===== config.mk =====
export PLATFORM = sky130hd
export DESIGN_NAME = constant_fold_peephole
export DESIGN_NICKNAME = d
export VERILOG_FILES = /design/src/rtl/cfp_pkg.sv /design/src/rtl/cfp_fpu.sv /design/src/rtl/constant_fold_peephole.sv
export VERILOG_INCLUDE_DIRS = /design/src /design/src/rtl
export SDC_FILE = /design/constraint.sdc
export NUM_CORES = 2
export LEC_CHECK = 0
export BUFFER_PORTS_ARGS = -buffer_cell sky130_fd_sc_hd__buf_2
export CORE_UTILIZATION = 45
export DETAILED_ROUTE_END_ITERATION = 7
export GPL_TIMING_DRIVEN = 0
export HOLD_SLACK_MARGIN = 0.08
export PLACE_DENSITY = 0.6
export SYNTH_ARGS = -nofsm -noshare
export SYNTH_HDL_FRONTEND = slang
export SYNTH_SLANG_ARGS = --single-unit

===== constraint.sdc =====
create_clock -name aclk -period 17.65 [get_ports aclk]
set_input_delay 3.53 -clock aclk [delete_from_list [all_inputs] [get_ports aclk]]
set_output_delay 3.53 -clock aclk [all_outputs]
set_load 0.005 [all_outputs]

===== src/rtl/constant_fold_peephole_macros.svh =====
// assertion macros shared by the constant folding peephole rtl
`ifndef CONSTANT_FOLD_PEEPHOLE_MACROS_SVH
`define CONSTANT_FOLD_PEEPHOLE_MACROS_SVH

// property that must hold in the same cycle as its trigger
`define CFP_ASSERT_NOW(label, clk, rstn, ante, cons, msg) \
    label: assert property (@(posedge clk) disable iff (!rstn) (ante) |-> (cons)) \
        else $error(msg);

// property that must hold in the cycle after its trigger
`define CFP_ASSERT_NEXT(label, clk, rstn, ante, cons, msg) \
    label: assert property (@(posedge clk) disable iff (!rstn) (ante) |=> (cons)) \
        else $error(msg);

`endif


===== src/rtl/cfp_pkg.sv =====
// shared types and constants of the constant folding peephole
`timescale 1ns / 1ps

package cfp_pkg;

    // opcode and configuration widths
    localparam int OPCODE_BITS = 8;
    localparam int CFG_IDX_BITS = 3;

    // configuration register indexes
    localparam logic [CFG_IDX_BITS-1:0] CFG_PUSH = 3'd0;
    localparam logic [CFG_IDX_BITS-1:0] CFG_NOP  = 3'd1;
    localparam logic [CFG_IDX_BITS-1:0] CFG_ADD  = 3'd2;
    localparam logic [CFG_IDX_BITS-1:0] CFG_SUB  = 3'd3;
    localparam logic [CFG_IDX_BITS-1:0] CFG_MUL  = 3'd4;
    localparam logic [CFG_IDX_BITS-1:0] CFG_DIV  = 3'd5;

    // opcode reset values
    localparam logic [OPCODE_BITS-1:0] PUSH_RST = 8'd0;
    localparam logic [OPCODE_BITS-1:0] NOP_RST  = 8'd1;
    localparam logic [OPCODE_BITS-1:0] ADD_RST  = 8'd2;
    localparam logic [OPCODE_BITS-1:0] SUB_RST  = 8'd3;
    localparam logic [OPCODE_BITS-1:0] MUL_RST  = 8'd4;
    localparam logic [OPCODE_BITS-1:0] DIV_RST  = 8'd5;

    // binary64 working exponent and constants
    localparam int EXP_W = 14;
    localparam logic signed [EXP_W-1:0] E_ONE    = 14'sd1;
    localparam logic signed [EXP_W-1:0] E_BIAS   = 14'sd1023;
    localparam logic signed [EXP_W-1:0] E_MAX    = 14'sd2047;
    localparam logic signed [EXP_W-1:0] E_FLOOR  = -14'sd60;
    localparam logic signed [EXP_W-1:0] ALIGN_MAX = 14'sd60;
    localparam logic [63:0] QUIET_BIT = 64'h0008_0000_0000_0000;
    localparam logic [63:0] DEF_NAN   = 64'hFFF8_0000_0000_0000;
    localparam logic [5:0]  MUL_STEPS = 6'd53;
    localparam logic [5:0]  DIV_STEPS = 6'd56;

    // arithmetic operation of a fold
    typedef enum logic [1:0] {
        FOP_ADD,
        FOP_SUB,
        FOP_MUL,
        FOP_DIV
    } fop_e_t;

    // sequencer of the floating point unit
    typedef enum logic [3:0] {
        F_IDLE,
        F_PRE_A,
        F_PRE_B,
        F_SETUP,
        F_ALIGN,
        F_ADD,
        F_MUL,
        F_DIV,
        F_NORM,
        F_ROUND,
        F_DONE
    } fpu_state_t;

    // top level control
    typedef enum logic [1:0] {
        ST_IDLE,
        ST_FOLD,
        ST_EMIT
    } top_state_t;

    // request into the floating point unit
    typedef struct packed {
        logic        start;
        fop_e_t      op;
        logic [63:0] a;
        logic [63:0] b;
    } fpu_req_t;

    // response from the floating point unit
    typedef struct packed {
        logic        done;
        logic [63:0] value;
    } fpu_rsp_t;

endpackage


===== src/rtl/cfp_fpu.sv =====
// iterative binary64 add, subtract, multiply and divide unit
`timescale 1ns / 1ps

module cfp_fpu import cfp_pkg::*; (
    input  logic     aclk,
    input  logic     aresetn,
    input  fpu_req_t req,
    output fpu_rsp_t rsp
);

    fpu_state_t state_reg, state_next;
    fop_e_t     op_reg, op_next;
    logic       sa_reg, sa_next;
    logic       sb_reg, sb_next;
    logic       sign_reg, sign_next;
    logic       esub_reg, esub_next;
    logic signed [EXP_W-1:0] ea_reg, ea_next, eb_reg, eb_next, e_reg, e_next;
    logic [52:0]  ma_reg, ma_next, mb_reg, mb_next;
    logic [56:0]  m_reg, m_next;
    logic [105:0] prod_reg, prod_next;
    logic [54:0]  rem_reg, rem_next;
    logic [55:0]  q_reg, q_next;
    logic [5:0]   cnt_reg, cnt_next;
    logic [63:0]  res_reg, res_next;

    // operand classification
    logic [10:0] a_ef, b_ef;
    logic        a_nan, b_nan, a_inf, b_inf, a_zero, b_zero, b_seff, x_sgn;
    logic        spec_hit;
    logic [63:0] spec_val;

    assign a_ef   = req.a[62:52];
    assign b_ef   = req.b[62:52];
    assign a_nan  = (a_ef == 11'h7FF) && (req.a[51:0] != 52'd0);
    assign b_nan  = (b_ef == 11'h7FF) && (req.b[51:0] != 52'd0);
    assign a_inf  = (a_ef == 11'h7FF) && (req.a[51:0] == 52'd0);
    assign b_inf  = (b_ef == 11'h7FF) && (req.b[51:0] == 52'd0);
    assign a_zero = (req.a[62:0] == 63'd0);
    assign b_zero = (req.b[62:0] == 63'd0);
    assign b_seff = req.b[63] ^ (req.op == FOP_SUB);
    assign x_sgn  = req.a[63] ^ req.b[63];

    // nan, infinity and zero operands bypass the iteration
    always_comb begin
        spec_hit = 1'b1;
        spec_val = 64'd0;
        if (a_nan) begin
            spec_val = req.a | QUIET_BIT;
        end else if (b_nan) begin
            spec_val = req.b | QUIET_BIT;
        end else begin
            case (req.op)
                FOP_ADD, FOP_SUB: begin
                    if (a_inf && b_inf && (req.a[63] != b_seff)) begin
                        spec_val = DEF_NAN;
                    end else if (a_inf) begin
                        spec_val = req.a;
                    end else if (b_inf) begin
                        spec_val = {b_seff, req.b[62:0]};
                    end else if (a_zero && b_zero) begin
                        spec_val = {req.a[63] & b_seff, 63'd0};
                    end else if (a_zero) begin
                        spec_val = {b_seff, req.b[62:0]};
                    end else if (b_zero) begin
                        spec_val = req.a;
                    end else begin
                        spec_hit = 1'b0;
                    end
                end
                FOP_MUL: begin
                    if ((a_inf && b_zero) || (a_zero && b_inf)) begin
                        spec_val = DEF_NAN;
                    end else if (a_inf || b_inf) begin
                        spec_val = {x_sgn, 11'h7FF, 52'd0};
                    end else if (a_zero || b_zero) begin
                        spec_val = {x_sgn, 63'd0};
                    end else begin
                        spec_hit = 1'b0;
                    end
                end
                FOP_DIV: begin
                    if ((a_inf && b_inf) || (a_zero && b_zero)) begin
                        spec_val = DEF_NAN;
                    end else if (a_inf || b_zero) begin
                        spec_val = {x_sgn, 11'h7FF, 52'd0};
                    end else if (b_inf || a_zero) begin
                        spec_val = {x_sgn, 63'd0};
                    end else begin
                        spec_hit = 1'b0;
                    end
                end
                default: spec_hit = 1'b0;
            endcase
        end
    end

    // shared adder / subtractor
    logic [56:0] alu_x, alu_y;
    logic        alu_sub;
    logic [57:0] alu_sum;

    always_comb begin
        alu_x   = 57'd0;
        alu_y   = 57'd0;
        alu_sub = 1'b0;
        case (state_reg)
            F_MUL: begin
                alu_x = {4'd0, prod_reg[105:53]};
                alu_y = mb_reg[0] ? {4'd0, ma_reg} : 57'd0;
            end
            F_DIV: begin
                alu_x   = {2'd0, rem_reg};
                alu_y   = {4'd0, mb_reg};
                alu_sub = 1'b1;
            end
            F_ADD: begin
                alu_x   = {1'b0, ma_reg, 3'd0};
                alu_y   = m_reg;
                alu_sub = esub_reg;
            end
            default: alu_sub = 1'b0;
        endcase
    end

    assign alu_sum = {1'b0, alu_x} + {1'b0, (alu_sub ? ~alu_y : alu_y)} + {57'd0, alu_sub};

    // magnitude order and exponent gap for add / subtract
    logic                    a_ge, far_gap;
    logic signed [EXP_W-1:0] gap;

    assign a_ge    = (ea_reg > eb_reg) || ((ea_reg == eb_reg) && (ma_reg >= mb_reg));
    assign gap     = a_ge ? (ea_reg - eb_reg) : (eb_reg - ea_reg);
    assign far_gap = gap > ALIGN_MAX;

    // divide step
    logic        div_ge;
    logic [54:0] div_rem;

    assign div_ge  = alu_sum[57];
    assign div_rem = div_ge ? alu_sum[54:0] : rem_reg;

    // rounding to nearest even
    logic                    rnd_inc;
    logic [53:0]             rnd_m;
    logic signed [EXP_W-1:0] rnd_e;
    logic [63:0]             rnd_val;

    assign rnd_inc = m_reg[2] & (m_reg[3] | m_reg[1] | m_reg[0]);
    assign rnd_m   = {1'b0, m_reg[55:3]} + {53'd0, rnd_inc};
    assign rnd_e   = e_reg + (rnd_m[53] ? E_ONE : '0);

    always_comb begin
        if (rnd_e >= E_MAX) begin
            rnd_val = {sign_reg, 11'h7FF, 52'd0};
        end else if (rnd_m[53]) begin
            rnd_val = {sign_reg, rnd_e[10:0], 52'd0};
        end else begin
            rnd_val = {sign_reg, (rnd_m[52] ? e_reg[10:0] : 11'd0), rnd_m[51:0]};
        end
    end

    // sequencer next state
    always_comb begin
        state_next = state_reg;
        case (state_reg)
            F_IDLE: begin
                if (req.start) begin
                    state_next = spec_hit ? F_DONE : F_PRE_A;
                end
            end
            F_PRE_A: if (ma_reg[52]) state_next = F_PRE_B;
            F_PRE_B: if (mb_reg[52]) state_next = F_SETUP;
            F_SETUP: begin
                case (op_reg)
                    FOP_MUL: state_next = F_MUL;
                    FOP_DIV: state_next = F_DIV;
                    default: state_next = F_ALIGN;
                endcase
            end
            F_ALIGN: if (cnt_reg == 6'd0) state_next = F_ADD;
            F_ADD:   state_next = (alu_sum[56:0] == 57'd0) ? F_DONE : F_NORM;
            F_MUL:   if (cnt_reg == 6'd0) state_next = F_NORM;
            F_DIV:   if (cnt_reg == 6'd0) state_next = F_NORM;
            F_NORM: begin
                if (!(e_reg < E_FLOOR) && !m_reg[56] && !(e_reg < E_ONE)
                    && !(!m_reg[55] && (e_reg > E_ONE))) begin
                    state_next = F_ROUND;
                end
            end
            F_ROUND: state_next = F_DONE;
            F_DONE:  state_next = F_IDLE;
            default: state_next = F_IDLE;
        endcase
    end

    // datapath updates
    always_comb begin
        op_next   = op_reg;
        sa_next   = sa_reg;
        sb_next   = sb_reg;
        sign_next = sign_reg;
        esub_next = esub_reg;
        ea_next   = ea_reg;
        eb_next   = eb_reg;
        e_next    = e_reg;
        ma_next   = ma_reg;
        mb_next   = mb_reg;
        m_next    = m_reg;
        prod_next = prod_reg;
        rem_next  = rem_reg;
        q_next    = q_reg;
        cnt_next  = cnt_reg;
        res_next  = res_reg;
        case (state_reg)
            F_IDLE: begin
                if (req.start) begin
                    res_next = spec_val;
                    op_next  = req.op;
                    sa_next  = req.a[63];
                    sb_next  = b_seff;
                    ea_next  = (a_ef == 11'd0) ? E_ONE : {3'd0, a_ef};
                    eb_next  = (b_ef == 11'd0) ? E_ONE : {3'd0, b_ef};
                    ma_next  = {a_ef != 11'd0, req.a[51:0]};
                    mb_next  = {b_ef != 11'd0, req.b[51:0]};
                end
            end
            // subnormal operands get a hidden one
            F_PRE_A: begin
                if (!ma_reg[52]) begin
                    ma_next = {ma_reg[51:0], 1'b0};
                    ea_next = ea_reg - E_ONE;
                end
            end
            F_PRE_B: begin
                if (!mb_reg[52]) begin
                    mb_next = {mb_reg[51:0], 1'b0};
                    eb_next = eb_reg - E_ONE;
                end
            end
            F_SETUP: begin
                case (op_reg)
                    FOP_MUL: begin
                        prod_next = 106'd0;
                        cnt_next  = MUL_STEPS;
                        e_next    = ea_reg + eb_reg - E_BIAS;
                        sign_next = sa_reg ^ sb_reg;
                    end
                    FOP_DIV: begin
                        rem_next  = {2'd0, ma_reg};
                        q_next    = 56'd0;
                        cnt_next  = DIV_STEPS;
                        e_next    = ea_reg - eb_reg + E_BIAS;
                        sign_next = sa_reg ^ sb_reg;
                    end
                    default: begin
                        esub_next = sa_reg ^ sb_reg;
                        sign_next = a_ge ? sa_reg : sb_reg;
                        e_next    = a_ge ? ea_reg : eb_reg;
                        ma_next   = a_ge ? ma_reg : mb_reg;
                        if (far_gap) begin
                            m_next   = 57'd1;
                            cnt_next = 6'd0;
                        end else begin
                            m_next   = {1'b0, (a_ge ? mb_reg : ma_reg), 3'd0};
                            cnt_next = gap[5:0];
                        end
                    end
                endcase
            end
            // smaller operand shifts right one bit a cycle, keeping sticky
            F_ALIGN: begin
                if (cnt_reg != 6'd0) begin
                    m_next   = {1'b0, m_reg[56:2], m_reg[1] | m_reg[0]};
                    cnt_next = cnt_reg - 6'd1;
                end
            end
            F_ADD: begin
                m_next   = alu_sum[56:0];
                res_next = 64'd0;
            end
            // shift and add, one multiplier bit a cycle
            F_MUL: begin
                if (cnt_reg == 6'd0) begin
                    m_next = {prod_reg[105:50], prod_reg[49] | (prod_reg[48:0] != 49'd0)};
                end else begin
                    prod_next = {alu_sum[53:0], prod_reg[52:1]};
                    mb_next   = {1'b0, mb_reg[52:1]};
                    cnt_next  = cnt_reg - 6'd1;
                end
            end
            // restoring divide, one quotient bit a cycle
            F_DIV: begin
                if (cnt_reg == 6'd0) begin
                    m_next = {1'b0, q_reg[55:1], q_reg[0] | (rem_reg != 55'd0)};
                end else begin
                    q_next   = {q_reg[54:0], div_ge};
                    rem_next = {div_rem[53:0], 1'b0};
                    cnt_next = cnt_reg - 6'd1;
                end
            end
            F_NORM: begin
                if (e_reg < E_FLOOR) begin
                    m_next = {56'd0, m_reg != 57'd0};
                    e_next = E_ONE;
                end else if (m_reg[56] || (e_reg < E_ONE)) begin
                    m_next = {1'b0, m_reg[56:2], m_reg[1] | m_reg[0]};
                    e_next = e_reg + E_ONE;
                end else if (!m_reg[55] && (e_reg > E_ONE)) begin
                    m_next = {m_reg[55:0], 1'b0};
                    e_next = e_reg - E_ONE;
                end
            end
            F_ROUND: res_next = rnd_val;
            default: res_next = res_reg;
        endcase
    end

    assign rsp.done  = (state_reg == F_DONE);
    assign rsp.value = res_reg;

    // sequencer state
    always_ff @(posedge aclk) begin
        if (!aresetn) begin
            state_reg <= F_IDLE;
        end else begin
            state_reg <= state_next;
        end
    end

    // datapath registers
    always_ff @(posedge aclk) begin
        op_reg   <= op_next;
        sa_reg   <= sa_next;
        sb_reg   <= sb_next;
        sign_reg <= sign_next;
        esub_reg <= esub_next;
        ea_reg   <= ea_next;
        eb_reg   <= eb_next;
        e_reg    <= e_next;
        ma_reg   <= ma_next;
        mb_reg   <= mb_next;
        m_reg    <= m_next;
        prod_reg <= prod_next;
        rem_reg  <= rem_next;
        q_reg    <= q_next;
        cnt_reg  <= cnt_next;
        res_reg  <= res_next;
    end

endmodule


===== src/rtl/constant_fold_peephole.sv =====
// top level of the constant folding peephole
`timescale 1ns / 1ps
`include "constant_fold_peephole_macros.svh"

// Peephole constant folder. Instructions enter one at a time on s_*; rewritten
// instructions leave in program order on m_*, up to three per input item. An item
// that does not fold enters and then releases its items; s_ready stays low until
// the last of them is taken. A fold runs in the shared binary64 unit, which works
// one bit a cycle: it looks at each operand for the hidden one and shifts a
// subnormal operand left (up to 52 places), runs a setup step, then a multiply, a
// divide or an add/subtract (alignment shifts plus the sum), then the normalizing
// steps, rounds and hands the result over. The user must write the opcode
// registers on cfg_* only while the block is idle; the block itself does not
// enforce this.
module constant_fold_peephole import cfp_pkg::*; (
    input  logic                    aclk,
    input  logic                    aresetn,
    input  logic                    cfg_wr_en,
    input  logic [CFG_IDX_BITS-1:0] cfg_index,
    input  logic [OPCODE_BITS-1:0]  cfg_wr_data,
    input  logic                    s_valid,
    output logic                    s_ready,
    input  logic [OPCODE_BITS-1:0]  s_instr_opcode,
    input  logic [63:0]             s_instr_value,
    input  logic                    s_last_instr,
    output logic                    m_valid,
    input  logic                    m_ready,
    output logic [OPCODE_BITS-1:0]  m_out_opcode,
    output logic [63:0]             m_out_value,
    output logic                    m_out_last
);

    top_state_t state_reg, state_next;
    logic [OPCODE_BITS-1:0] push_reg, push_next, nop_reg, nop_next;
    logic [OPCODE_BITS-1:0] add_reg, add_next, sub_reg, sub_next;
    logic [OPCODE_BITS-1:0] mul_reg, mul_next, div_reg, div_next;
    logic [1:0]             held_cnt_reg, held_cnt_next;
    logic [OPCODE_BITS-1:0] older_op_reg, older_op_next, newer_op_reg, newer_op_next;
    logic [63:0]            older_val_reg, older_val_next, newer_val_reg, newer_val_next;
    logic [OPCODE_BITS-1:0] q_op_reg [0:2];
    logic [OPCODE_BITS-1:0] q_op_next [0:2];
    logic [63:0]            q_val_reg [0:2];
    logic [63:0]            q_val_next [0:2];
    logic                   q_last_reg [0:2];
    logic                   q_last_next [0:2];
    logic [1:0]             out_cnt_reg, out_cnt_next, out_idx_reg, out_idx_next;

    fpu_req_t fpu_req;
    fpu_rsp_t fpu_rsp;

    logic   accept, both_push, is_add, is_sub, is_mul, is_div, div_ok, fold_hit;
    logic   m_take, emit_end;
    fop_e_t fold_op;

    assign accept   = s_valid && s_ready;
    assign m_take   = m_valid && m_ready;
    assign emit_end = (out_idx_reg == (out_cnt_reg - 2'd1));

    // fold detection, operations ranked add, sub, mul, div
    assign both_push = (held_cnt_reg == 2'd2) && (older_op_reg == push_reg)
                       && (newer_op_reg == push_reg);
    assign is_add = (s_instr_opcode == add_reg);
    assign is_sub = (s_instr_opcode == sub_reg);
    assign is_mul = (s_instr_opcode == mul_reg);
    assign is_div = (s_instr_opcode == div_reg);
    assign div_ok = (newer_val_reg[62:0] != 63'd0);
    assign fold_hit = both_push && (is_add || is_sub || is_mul || (is_div && div_ok));

    always_comb begin
        if (is_add) begin
            fold_op = FOP_ADD;
        end else if (is_sub) begin
            fold_op = FOP_SUB;
        end else if (is_mul) begin
            fold_op = FOP_MUL;
        end else begin
            fold_op = FOP_DIV;
        end
    end

    assign fpu_req.start = accept && fold_hit;
    assign fpu_req.op    = fold_op;
    assign fpu_req.a     = older_val_reg;
    assign fpu_req.b     = newer_val_reg;

    cfp_fpu u_fpu (
        .aclk    (aclk),
        .aresetn (aresetn),
        .req     (fpu_req),
        .rsp     (fpu_rsp)
    );

    // opcode registers
    always_comb begin
        push_next = push_reg;
        nop_next  = nop_reg;
        add_next  = add_reg;
        sub_next  = sub_reg;
        mul_next  = mul_reg;
        div_next  = div_reg;
        if (cfg_wr_en) begin
            case (cfg_index)
                CFG_PUSH: push_next = cfg_wr_data;
                CFG_NOP:  nop_next  = cfg_wr_data;
                CFG_ADD:  add_next  = cfg_wr_data;
                CFG_SUB:  sub_next  = cfg_wr_data;
                CFG_MUL:  mul_next  = cfg_wr_data;
                CFG_DIV:  div_next  = cfg_wr_data;
                default:  push_next = push_reg;
            endcase
        end
    end

    // next state
    always_comb begin
        state_next = state_reg;
        case (state_reg)
            ST_IDLE: begin
                if (accept) begin
                    if (fold_hit) begin
                        state_next = ST_FOLD;
                    end else if (out_cnt_next != 2'd0) begin
                        state_next = ST_EMIT;
                    end
                end
            end
            ST_FOLD: if (fpu_rsp.done) state_next = ST_EMIT;
            ST_EMIT: if (m_take && emit_end) state_next = ST_IDLE;
            default: state_next = ST_IDLE;
        endcase
    end

    // window and item queue
    always_comb begin
        held_cnt_next  = held_cnt_reg;
        older_op_next  = older_op_reg;
        older_val_next = older_val_reg;
        newer_op_next  = newer_op_reg;
        newer_val_next = newer_val_reg;
        out_cnt_next   = out_cnt_reg;
        out_idx_next   = out_idx_reg;
        for (int i = 0; i < 3; i++) begin
            q_op_next[i]   = q_op_reg[i];
            q_val_next[i]  = q_val_reg[i];
            q_last_next[i] = q_last_reg[i];
        end
        if (accept) begin
            out_idx_next = 2'd0;
            if (fold_hit) begin
                held_cnt_next  = 2'd0;
                out_cnt_next   = 2'd3;
                q_op_next[0]   = push_reg;
                q_last_next[0] = 1'b0;
                q_op_next[1]   = nop_reg;
                q_val_next[1]  = newer_val_reg;
                q_last_next[1] = 1'b0;
                q_op_next[2]   = nop_reg;
                q_val_next[2]  = s_instr_value;
                q_last_next[2] = s_last_instr;
            end else begin
                // held items in age order, then the arriving one
                case (held_cnt_reg)
                    2'd0: begin
                        q_op_next[0]   = s_instr_opcode;
                        q_val_next[0]  = s_instr_value;
                        q_last_next[0] = s_last_instr;
                    end
                    2'd1: begin
                        q_op_next[0]   = newer_op_reg;
                        q_val_next[0]  = newer_val_reg;
                        q_last_next[0] = 1'b0;
                        q_op_next[1]   = s_instr_opcode;
                        q_val_next[1]  = s_instr_value;
                        q_last_next[1] = s_last_instr;
                    end
                    default: begin
                        q_op_next[0]   = older_op_reg;
                        q_val_next[0]  = older_val_reg;
                        q_last_next[0] = 1'b0;
                        q_op_next[1]   = newer_op_reg;
                        q_val_next[1]  = newer_val_reg;
                        q_last_next[1] = 1'b0;
                        q_op_next[2]   = s_instr_opcode;
                        q_val_next[2]  = s_instr_value;
                        q_last_next[2] = s_last_instr;
                    end
                endcase
                if (s_last_instr) begin
                    held_cnt_next = 2'd0;
                    out_cnt_next  = held_cnt_reg + 2'd1;
                end else begin
                    held_cnt_next = (held_cnt_reg == 2'd0) ? 2'd1 : 2'd2;
                    out_cnt_next  = (held_cnt_reg == 2'd2) ? 2'd1 : 2'd0;
                end
                if (held_cnt_reg != 2'd0) begin
                    older_op_next  = newer_op_reg;
                    older_val_next = newer_val_reg;
                end
                newer_op_next  = s_instr_opcode;
                newer_val_next = s_instr_value;
            end
        end
        if ((state_reg == ST_FOLD) && fpu_rsp.done) begin
            q_val_next[0] = fpu_rsp.value;
        end
        if (m_take) begin
            out_idx_next = emit_end ? 2'd0 : (out_idx_reg + 2'd1);
        end
    end

    // handshake outputs
    always_comb begin
        s_ready      = (state_reg == ST_IDLE);
        m_valid      = (state_reg == ST_EMIT);
        m_out_opcode = q_op_reg[out_idx_reg];
        m_out_value  = q_val_reg[out_idx_reg];
        m_out_last   = q_last_reg[out_idx_reg];
    end

    // control registers
    always_ff @(posedge aclk) begin
        if (!aresetn) begin
            state_reg    <= ST_IDLE;
            held_cnt_reg <= 2'd0;
            out_cnt_reg  <= 2'd0;
            out_idx_reg  <= 2'd0;
            push_reg     <= PUSH_RST;
            nop_reg      <= NOP_RST;
            add_reg      <= ADD_RST;
            sub_reg      <= SUB_RST;
            mul_reg      <= MUL_RST;
            div_reg      <= DIV_RST;
        end else begin
            state_reg    <= state_next;
            held_cnt_reg <= held_cnt_next;
            out_cnt_reg  <= out_cnt_next;
            out_idx_reg  <= out_idx_next;
            push_reg     <= push_next;
            nop_reg      <= nop_next;
            add_reg      <= add_next;
            sub_reg      <= sub_next;
            mul_reg      <= mul_next;
            div_reg      <= div_next;
        end
    end

    // payload registers
    always_ff @(posedge aclk) begin
        older_op_reg  <= older_op_next;
        older_val_reg <= older_val_next;
        newer_op_reg  <= newer_op_next;
        newer_val_reg <= newer_val_next;
        for (int i = 0; i < 3; i++) begin
            q_op_reg[i]   <= q_op_next[i];
            q_val_reg[i]  <= q_val_next[i];
            q_last_reg[i] <= q_last_next[i];
        end
    end

    // checks
    `CFP_ASSERT_NOW(a_no_overlap, aclk, aresetn, m_valid, !s_ready, "input taken while items wait")
    `CFP_ASSERT_NEXT(a_fold_start, aclk, aresetn, fpu_req.start, state_reg == ST_FOLD, "fold not started")
    `CFP_ASSERT_NOW(a_fold_done, aclk, aresetn, fpu_rsp.done, (state_reg == ST_FOLD) && (out_cnt_reg == 2'd3), "stray fold result")
    `CFP_ASSERT_NOW(a_held_range, aclk, aresetn, 1'b1, held_cnt_reg != 2'd3, "window overfull")

endmodule


==> results.tsv <==
stage	metric	value	unit
status	outcome	finished, violations left	
status	violations	design-rule violations, max-capacitance violations, max-slew violations	
sta	finClkSkew	0.0446	ns
worst_setup_path	worstSetupEndpointType	flop	
run	drv_cap	1	
synth	ys_seq_elements	923	
sta	clock.fmax	0.116	GHz
sta	hold_viol	0	
synth	synth_edf_count	861	
synth	yosys_warnings	0	
cells_and_area	largest_reg_flops	192	
clock_network	cts.sinks	923	
synth	synthesis.nets	5711	
hold_path	hold_class	reg2reg	
clock_network	cts_resized	0	
clock_network	cts.htree.levels	3	
detailed_routing	drt-initial-drc-count	6887	
clock_network	cts_buffer_depth	3	
sta	tightest_slew	1.56	ns
cells_and_area	area.growth.synth_to_final	12.5	%
cells_and_area	layout.nets	6006	
sta	finalCriticalPeriod	8.63	ns
detailed_routing	viasPerCell	6.43	
worst_setup_path	startpoint_type	flop	
floorplanning	design.portCount	164	
worst_setup_path	path_class	reg2reg	
worst_setup_path	worstPathArrival	9.15	ns
clock_network	insertion_delay	0.72	ns
sta	rsz0062_at_grt	false	
floorplanning	start_util	0.454	
detailed_routing	ant_nets	0	
synth	synthCells	5442	
grt	grt_pass1_wl	316	mm
cells_and_area	final_util	0.511	
grt	grt_pass1_vias	45700	
synth	postSynth.asyncResetShare	0	
sta	max-slew-margin-rel	-0.0444	
sta	fin_hold_ws	0.477	ns
clock_network	clk_root_buffer_cell	clkbuf_16	
synth	ys_types	89	
grt	antenna_found_initial	6	
detailed_routing	vias	47900	
clock_network	cts-hold-fix-buffers	0	
pwr	ir_worst_vdd	0.0789	mV
clock_network	cts_buffers	100	
detailed_routing	wl	220	mm
detailed_routing	drtPass1Iterations	8	
clock_network	post_cts_buffers	0	
placed_design	routabilityCongestion	1.03	
sta	slew_violations	9	
pwr	power_density	98.7	nW/µm²
detailed_routing	wl_per_cell	29.6	µm
floorplanning	die_y	352	µm
floorplanning	row_count	128	
placed_design	hpwl	174	mm
cells_and_area	drive_above_1_share	0.0980	
detailed_routing	drc_errors	7	
worst_setup_path	worstPathRequired	18.17	ns
grt	grt.total_usage	0.345	
synth	avgSynthCellArea	10.1	µm²
sta	period_share	0.489	
pwr	leakagePower	0.0212	µW
worst_setup_path	cp_max_fo	10	
floorplanning	dieArea	124000	µm²
clock_network	cts_tree	done	
placed_design	port-buffer-count	163	
synth	synth-seq-area-share	0.491	
grt	grt_max_degree	65	
floorplanning	core_area	122000	µm²
clock_network	clkTransAtPathRegs	0.06	ns
floorplanning	die_w	352	µm
grt	grt-ovfl-total	0	
synth	synthFlopType	edfxtp_1	
sta	setup_viol	0	
synth	netlist_area	55200	µm²
synthesized netlist by cell type, drive strengths merged, types with 51 or more instances:
cell type    n  area share
nand3       98      0.0089
inv        235       0.016
a222oi     102       0.018
xnor2      176       0.028
mux2i      147       0.027
edfxtp     861        0.47
nand4       77      0.0088
buf         69      0.0061
xor2        98       0.016
nand2      520       0.035
a31oi      100       0.012
o21ai      286       0.026
a21o        60      0.0082
and2       141       0.016
nor4        97       0.011
ha         176       0.040
dfxtp       62       0.022
a21oi      294       0.027
mux2       133       0.027
clkbuf     322       0.022
nor3        61      0.0056
a21boi      96       0.013
a22oi      237       0.032
o22ai       77      0.0087
o221ai      52      0.0082
nor2       482       0.033
a221oi      51      0.0081
power by group:
| part | leakage (µW) | switching [µW] | total [µW] | internal [µW] |
|---|---|---|---|---|
| Sequential | 0.00807 | 215 | 2800 | 2590 |
| Clock | 0.00169 | 951 | 2240 | 1290 |
| Combinational | 0.0114 | 710 | 1100 | 388 |
metal layers:
metal	track usage	part of all wire
met4	0.130	0.038
met2	0.521	0.44
met5	0	0.00012
met1	0.478	0.41
met3	0.0823	0.12
cell families (layout without fill, tap and decap cells):
group | Yosys count | after routing | synth area share
DFF | 923 | 923 | 0.491
other | 0 | 3 | 0
adders and majority gates | 180 | 180 | 0.0413
buffers and inverters | 626 | 1003 | 0.0440
and+or+nand+nor | 1629 | 1629 | 0.137
xor gates and xnor gates | 274 | 274 | 0.0435
muxes | 286 | 286 | 0.0562
AOI/OAI and AO/OA | 1524 | 1524 | 0.187
metrics by stage:
stage | setup WS [ns] | instance area [µm²] | TNS [ns] | instances | power, µW
finish | 9.02 | 62100 | 0 | 7447 | 6140
global route | 8.89 | 62100 | 0 | 7445 | 6300
CTS | 9.30 | 62100 | 0 | 7444 | 6100
detailed placement | 8.56 | 58700 | 0 | 7260 | 3890
global placement | -2.51 | 58100 | -129.90 | 7230 | 3890
floorplan | 3.49 | 55200 | 0 | 5442 | 3410
final timing paths:
kind,endpoint,depth (start not counted),from,slack (ns)
min,add_reg[3]$_SDFFE_PN0P_,2,add_reg[3]$_SDFFE_PN0P_,0.48
min reg2reg,add_reg[3]$_SDFFE_PN0P_,2,add_reg[3]$_SDFFE_PN0P_,0.48
max reg2reg,u_fpu.state_reg[1]$_SDFFE_PN0P_,17,u_fpu.state_reg[1]$_SDFFE_PN0P_,9.02
max,u_fpu.state_reg[1]$_SDFFE_PN0P_,17,u_fpu.state_reg[1]$_SDFFE_PN0P_,9.02
placed cells by master, fill, tap and decap left out, types with 131 or more instances in the layout:
cell type | Yosys | layout
a21oi_1 | 293 | 292
a22oi_1 | 237 | 237
and2_1 | 141 | 140
buf_2 | 28 | 194
clkbuf_1 | 322 | 334
edfxtp_1 | 861 | 861
ha_1 | 176 | 176
inv_1 | 234 | 233
mux2_2 | 131 | 131
mux2i_1 | 147 | 147
nand2_1 | 520 | 518
nor2_1 | 482 | 481
o21ai_0 | 249 | 247
xnor2_1 | 176 | 176
critical path: stages, from the launching register on:
cell,delay (ns)
dfxtp_1,0.50
clkbuf_1,0.51
nand2b_1,0.30
nor2_1,0.52
clkbuf_1,0.97
buf_1,1.07
a22o_1,0.28
ha_1,0.28
a21oi_1,0.29
nor2_1,0.10
o21ai_1,0.36
nand2b_2,0.20
a21boi_0,0.24
xor2_1,0.85
a21boi_0,0.90
and4_1,0.41
nand4_1,0.14
o31ai_1,0.51
layout make-up:
class	count	area (µm²)
Fill cell	11200	59600
Sequential cell	923	27100
Multi-Input combinational cell	3893	25800
Clock buffer	125	2750
Tap cell	1625	2030
Buffer	391	1550
Timing Repair Buffer	193	1350
Inverter	235	885
Clock inverter	59	696
Antenna cell	3	7.51
No activity file was read; power rests on OpenSTA's default activity.
